$ cat src/sv/aid_pkg.sv
`timescale 1ns / 1ps
// ----------------------------------------------------------------------------
// aid_pkg - shared types and constants for the array insert/delete block
// Command and status codes, request/result structs and the per-cell control
// bundle broadcast from the top level to the row of storage cells.
// ----------------------------------------------------------------------------
package aid_pkg;

	// storage geometry
	localparam int DEPTH  = 64;
	localparam int IDX_W  = $clog2(DEPTH);
	localparam int CNT_W  = 7;
	localparam int DATA_W = 32;

	// capacity register reset value
	localparam logic [CNT_W-1:0] CAP_RESET = CNT_W'(DEPTH);

	// command codes
	localparam logic [1:0] CMD_INSERT = 2'd0;
	localparam logic [1:0] CMD_DELETE = 2'd1;
	localparam logic [1:0] CMD_READ   = 2'd2;
	localparam logic [1:0] CMD_NOP    = 2'd3;

	// status codes
	localparam logic [1:0] ST_OK      = 2'd0;
	localparam logic [1:0] ST_FULL    = 2'd1;
	localparam logic [1:0] ST_RANGE   = 2'd2;
	localparam logic [1:0] ST_MISSING = 2'd3;

	// one request transaction
	typedef struct packed {
		logic [1:0]               command;
		logic signed [DATA_W-1:0] value;
		logic [CNT_W-1:0]         position;
	} req_t;

	// one result transaction
	typedef struct packed {
		logic [CNT_W-1:0]         count;
		logic [1:0]               status;
		logic signed [DATA_W-1:0] read_value;
	} rsp_t;

	// control broadcast to every cell
	typedef struct packed {
		logic                     capture;
		logic signed [DATA_W-1:0] cmp_value;
		logic [CNT_W-1:0]         cmp_pos;
		logic                     ins;
		logic                     del;
		logic signed [DATA_W-1:0] ins_value;
		logic [CNT_W-1:0]         ins_pos;
		logic [CNT_W-1:0]         count;
	} cell_ctl_t;

endpackage

$ cat src/sv/aid_cell.sv
`timescale 1ns / 1ps
// ----------------------------------------------------------------------------
// aid_cell - one storage slot of the packed array
// Holds one entry, registers its own match and read tap for the pending
// transaction, and shifts from its left or right neighbor on insert/delete.
// ----------------------------------------------------------------------------
module aid_cell (
	input  logic                              clk,
	input  logic [aid_pkg::IDX_W-1:0]         idx,
	input  aid_pkg::cell_ctl_t                ctl,
	input  logic                              hit,
	input  logic signed [aid_pkg::DATA_W-1:0] left,
	input  logic signed [aid_pkg::DATA_W-1:0] right,
	output logic signed [aid_pkg::DATA_W-1:0] entry,
	output logic                              match_s1,
	output logic signed [aid_pkg::DATA_W-1:0] rdtap_s1
);
	import aid_pkg::*;

	logic signed [DATA_W-1:0] entry_q;
	logic [CNT_W-1:0]         slot_num;
	logic                     occupied;

	// 1-based slot number of this cell
	assign slot_num = CNT_W'(idx) + CNT_W'(1);
	assign occupied = CNT_W'(idx) < ctl.count;
	assign entry    = entry_q;

	// compare/read taps on accept, shift on commit
	always_ff @(posedge clk) begin
		if (ctl.capture) begin
			match_s1 <= occupied && (entry_q == ctl.cmp_value);
			rdtap_s1 <= (slot_num == ctl.cmp_pos) ? entry_q : '0;
		end
		if (ctl.ins) begin
			if (slot_num == ctl.ins_pos)
				entry_q <= ctl.ins_value;
			else if (slot_num > ctl.ins_pos)
				entry_q <= left;
		end else if (ctl.del && hit) begin
			entry_q <= right;
		end
	end

endmodule

$ cat config.mk
export PLATFORM = sky130hd
export DESIGN_NAME = aid_cell
export DESIGN_NICKNAME = d
export VERILOG_FILES = /design/src/sv/aid_pkg.sv /design/src/sv/aid_cell.sv
export SDC_FILE = /design/constraint.sdc
export NUM_CORES = 1
export LEC_CHECK = 0
export ABC_AREA = 1
export BUFFER_PORTS_ARGS = -buffer_cell sky130_fd_sc_hd__buf_2
export CORE_ASPECT_RATIO = 0.5
export CORE_MARGIN = 2
export CORE_UTILIZATION = 30
export DETAILED_ROUTE_END_ITERATION = 10
export PLACE_DENSITY_LB_ADDON = 0.15
export SYNTH_ARGS = -nofsm -noshare
export SYNTH_HDL_FRONTEND = slang
export SYNTH_SLANG_ARGS = --single-unit
$ cat constraint.sdc
create_clock -name clk -period 5.4 [get_ports clk]
set_input_delay 1.08 -clock clk [delete_from_list [all_inputs] [get_ports clk]]
set_output_delay 1.08 -clock clk [all_outputs]
set_load 0.02 [all_outputs]
# ---- After elaboration in Yosys (flattened, before gate mapping)
# Cells that the tools add are included.
dict set report classes {
  add_sub_neg 1
  order_cmp 2
  n_eq_ne 4
  mux 4
  reduce_logical 4
}
# cell count
set op_table {}
lappend op_table {{$mux 32} 4}
lappend op_table {{$eq 32x32->1} 1}
lappend op_table {{$eq 7x7->1} 2}
lappend op_table {{$add 6x1->7 const B} 1}
lappend op_table {{$gt 7x7->1} 1}
lappend op_table {{$lt 6x7->1} 1}
lappend op_table {{$ne 3x1->1 const B} 1}
lappend op_table {{$logic_and 1x1->1} 2}
lappend op_table {{$reduce_and 2->1} 1}
lappend op_table {{$reduce_bool 2->1} 1}
dict set report totals {
  regBits 65
}

# ---- Longest topological paths before layout
dict set report depth {
  depth_word 5
  mapped_depth 13
}

# ---- Worst setup path after synthesis
# Ideal clock, no wire load.
dict set report synth_timing {
  kind {input to register}
  startpoint {in idx[0] in the netlist's numbering}
  endpoint {reg entry_q[0] (netlist: entry[0]) (enable)}
  t_arrival_ps 3966
  required_ps 4968
  slack_ps 1002
  cell_stages 13
  n_path_buf 0
  cell_sequence {ha_1 nand2_1 inv_2 nand2_2 nand2_1 inv_1 ha_1 nand2_1 nor2_2 o21ai_0 o211ai_1 nand2_1 a21oi_1}
}
dict set report synth_via {
  elab_chain_cells 4
  word_cells_on_any_way 5
  classes_between {add/sub (1); order compare (1); eq/ne (2); reduce/logical (1)}
}
# item line
set synth_rtl {}
lappend synth_rtl {{start, declared} aid_cell.sv:9} ;# input logic [aid_pkg::IDX_W-1:0] idx,
lappend synth_rtl {{$add 6x1->7 (*)} aid_cell.sv:25} ;# assign slot_num = CNT_W'(idx) + CNT_W'(1);
lappend synth_rtl {{$gt 7x7->1 or $eq 7x7->1 (tied branches)} {aid_cell.sv:38, aid_cell.sv:36}}
lappend synth_rtl {{$ne 3x1->1 (no line) (*)} --}
lappend synth_rtl {{$reduce_and 2->1 (no line) (*)} --}
lappend synth_rtl {{end signal, assigned} aid_cell.sv:37} ;# entry_q <= ctl.ins_value;
lappend synth_rtl {{end signal, assigned} aid_cell.sv:39} ;# entry_q <= left;
lappend synth_rtl {{end signal, assigned} aid_cell.sv:41} ;# entry_q <= right;
lappend synth_rtl {{end, declared} aid_cell.sv:20} ;# logic signed [DATA_W-1:0] entry_q;
# Mark *: on every way between the ends. The rest lies on a longest branch, timed or not.
# A chain may end at the register's enable or synchronous reset.

# ---- Final worst setup path
dict set report layout_timing {
  startpoint {in idx[0] in the netlist's numbering}
  endpoint {reg entry_q[26] (netlist: entry[26]) (data pin)}
}
dict set report layout_via {
  elab_chain_cells 4
}
# item line
set layout_rtl {}
lappend layout_rtl {{$add 6x1->7} aid_cell.sv:25}
lappend layout_rtl {{$eq 7x7->1} aid_cell.sv:36} ;# if (slot_num == ctl.ins_pos)
lappend layout_rtl {{$mux 32} aid_cell.sv:36}
lappend layout_rtl {{$mux 32} aid_cell.sv:35} ;# if (ctl.ins) begin
# No other way between the ends.

==> flow_summary.json <==
{
  "status": "completed",
  "end_kind": "register",
  "antenna_found_initial": 2,
  "slew_headroom_pct": 22.7,
  "fillers": 1359,
  "drive_above_1_share_pct": 39.9,
  "wl_per_cell_um": 16.2,
  "synth_seq_cells": 65,
  "grt_first_pass_wirelength_um": 21100,
  "clock-root-buffer": "clkbuf_16",
  "die_h_um": 85.9,
  "fp.dieW_um": 168,
  "dp.cells": 850,
  "path_class": "input port to register",
  "initial_core_util_pct": 31.3,
  "gp_congestion": 0.857,
  "netlist_area_mm2": 0.00403,
  "cts_setup_buffers": 0,
  "die_area_mm2": 0.0144,
  "syn_area_per_cell_um2": 8.50,
  "diodes": 0,
  "finalHoldViolations": 0,
  "cts_sinks": 65,
  "viasPerCell": 4.72,
  "areaGrowthSynthToFinish_pct": 37.7,
  "grt_overflow_total": 0,
  "vias": 4074,
  "io_buffers": 224,
  "ant_nets": 0,
  "required_ns": 5.57,
  "tns_ns": 0,
  "wl_um": 14000,
  "finalCritPeriodShare_pct": 79.5,
  "hp-class": "register to register",
  "grt_pass1_vias": 3909,
  "fin_nets": 864,
  "track_usage_pct": 19.4,
  "clock_path_buffers": 2,
  "htreeDepth": 3,
  "setup_viol": 0,
  "drt_pass1_iterations": 5,
  "whs_ns": 0.639,
  "ys_warn_count": 0,
  "period_needed_ns": 4.29,
  "ir_drop_v": 0.000163,
  "core_mm2": 0.0129,
  "slew_viol_final": 0,
  "cts_made_buffers": 9,
  "tightest_slew_ns": 1.16,
  "dpl.hpwl_um": 11200,
  "stdcell_count": 864,
  "post_cts_resized": 0,
  "ctsHoldBuffers": 0,
  "pwr_density_cell_mw_per_mm2": 268,
  "crit_path_start_kind": "input port",
  "power_leakage_uw": 0.00266,
  "yosysSeqAreaShare_pct": 48.4,
  "clkTransAtPathRegs_ns": 0.05,
  "synth.distinct_cells": 24,
  "crit_arrival_ns": 4.46,
  "drt_iter0_markers": 263,
  "placed_area_mm2": 0.00530,
  "crit_fanout": 34,
  "grt_max_degree": 35,
  "cts_tree": "yes",
  "io_pins": 225,
  "clock_latency_ns": 0.33,
  "final_area_mm2": 0.00555,
  "grt_setup_unrepaired": "no",
  "max_freq_ghz": 0.233,
  "synthCells": 474,
  "route.detailed.drc": 0,
  "cap_violations": 0,
  "syn_nets": 647,
  "fp-row-count": 29,
  "finalClockSkew_ns": 0.00543
}
through the flow:
step / utilization [%] / setup slack, ns / power, µW
after detailed placement: 41.2 / 0.791 / 1000
after global placement: 41.2 / 0.949 / 1000
after global routing: 43.1 / 0.788 / 1560
after CTS: 43.1 / 1.13 / 1500
final: 43.1 / 1.11 / 1490
after floorplan: - / 1.00 / 831
cell families (layout without fill, tap and decap cells):
family | count (synthesis) | count (layout) | share of synthesized area [%]
and+or+nand+nor | 203 | 203 | 24.0
AOI/OAI and AO/OA | 93 | 93 | 11.8
buffers and inverters | 85 | 305 | 8.48
DFF | 65 | 65 | 48.4
xor gates and xnor gates | 15 | 15 | 3.26
adders and majority gates | 13 | 13 | 4.04
sequential cells by signal, summed over array words and instances (netlist names):
name / flops
entry: 32
match_s1: 1
rdtap_s1: 32
critical path: stages:
cell	delay, ns
buf_2	0.16
ha_1	0.21
nand2_1	0.07
inv_2	0.09
nand2_2	0.06
nor2_2	0.10
ha_1	0.25
nand2_1	0.07
clkinv_1	0.76
nand3_1	0.94
buf_4	0.36
a21oi_1	0.09
a21oi_1	0.20
final timing paths:
check / from / to / slack, ns / cells past startpoint
setup / recovery: idx[0] / entry[26] / 1.11 / 13
hold / removal: entry[31] / rdtap_s1[31] / 0.64 / 2
setup reg to reg: entry[15] / match_s1 / 3.75 / 8
hold reg to reg: entry[31] / rdtap_s1[31] / 0.64 / 2
cell usage in the layout (no fill, tap or decap):
cell	n
buf_2	224
clkinv_1	3
nor2_2	33
o21bai_1	2
nand4_1	35
a21oi_4	1
nand3_1	14
nor2_1	59
nand2_1	57
inv_2	1
xor2_1	4
edfxtp_1	65
buf_4	5
xnor2_1	11
clkbuf_1	3
o211ai_1	1
o21ai_1	2
clkbuf_16	9
nor3_1	1
nor2_4	1
o21ai_0	17
nand2_2	3
ha_1	13
inv_1	60
a21oi_1	69
a211oi_1	1
area by class of cell:
| type | instances | area [µm²] | share of cell area (%) |
|---|---|---|---|
| Clock buffer | 12 | 236 | 4.26 |
| Clock inverter | 2 | 7.51 | 0.135 |
| Tap cell | 170 | 213 | 3.83 |
| Multi-Input combinational cell | 324 | 1750 | 31.5 |
| Inverter | 62 | 233 | 4.20 |
| Sequential cell | 65 | 1950 | 35.2 |
| Timing Repair Buffer | 229 | 1160 | 20.9 |
metal layers:
| layer | share of wire (%) | GRT usage [%] |
|---|---|---|
| met5 | 0.050 | 0 |
| met2 | 46 | 31.2 |
| met1 | 45 | 26.0 |
| met3 | 7.4 | 5.03 |
| met4 | 1.5 | 5.45 |
report_power, final:
part / internal [µW] / leakage [µW] / switching (µW) / total (µW)
combinational: 126 / 0.00188 / 219 / 346
clock: 302 / 0.000118 / 195 / 497
sequential: 606 / 0.000665 / 38.6 / 644
total: 1030 / 0.00266 / 453 / 1490
cells in the mapped netlist:
library cell / n / area [µm²]
a21oi_1: 70 / 350
edfxtp_1: 65 / 1950
inv_1: 60 / 225
nor2_1: 59 / 221
nand2_1: 57 / 214
nand4_1: 35 / 219
nor2_2: 33 / 206
clkbuf_1: 17 / 63.8
o21ai_0: 17 / 85.1
nand3_1: 14 / 70.1
ha_1: 13 / 163
xnor2_1: 11 / 96.3
xor2_1: 4 / 35.0
buf_1: 3 / 11.3
buf_6: 3 / 33.8
nand2_2: 3 / 18.8
o21ai_1: 2 / 10.0
o21bai_1: 2 / 15.0
a211oi_1: 1 / 7.51
clkinv_1: 1 / 3.75
inv_2: 1 / 3.75
nor2_4: 1 / 11.3
nor3_1: 1 / 5.00
o211ai_1: 1 / 7.51
Power figures use the tool's default switching activity.
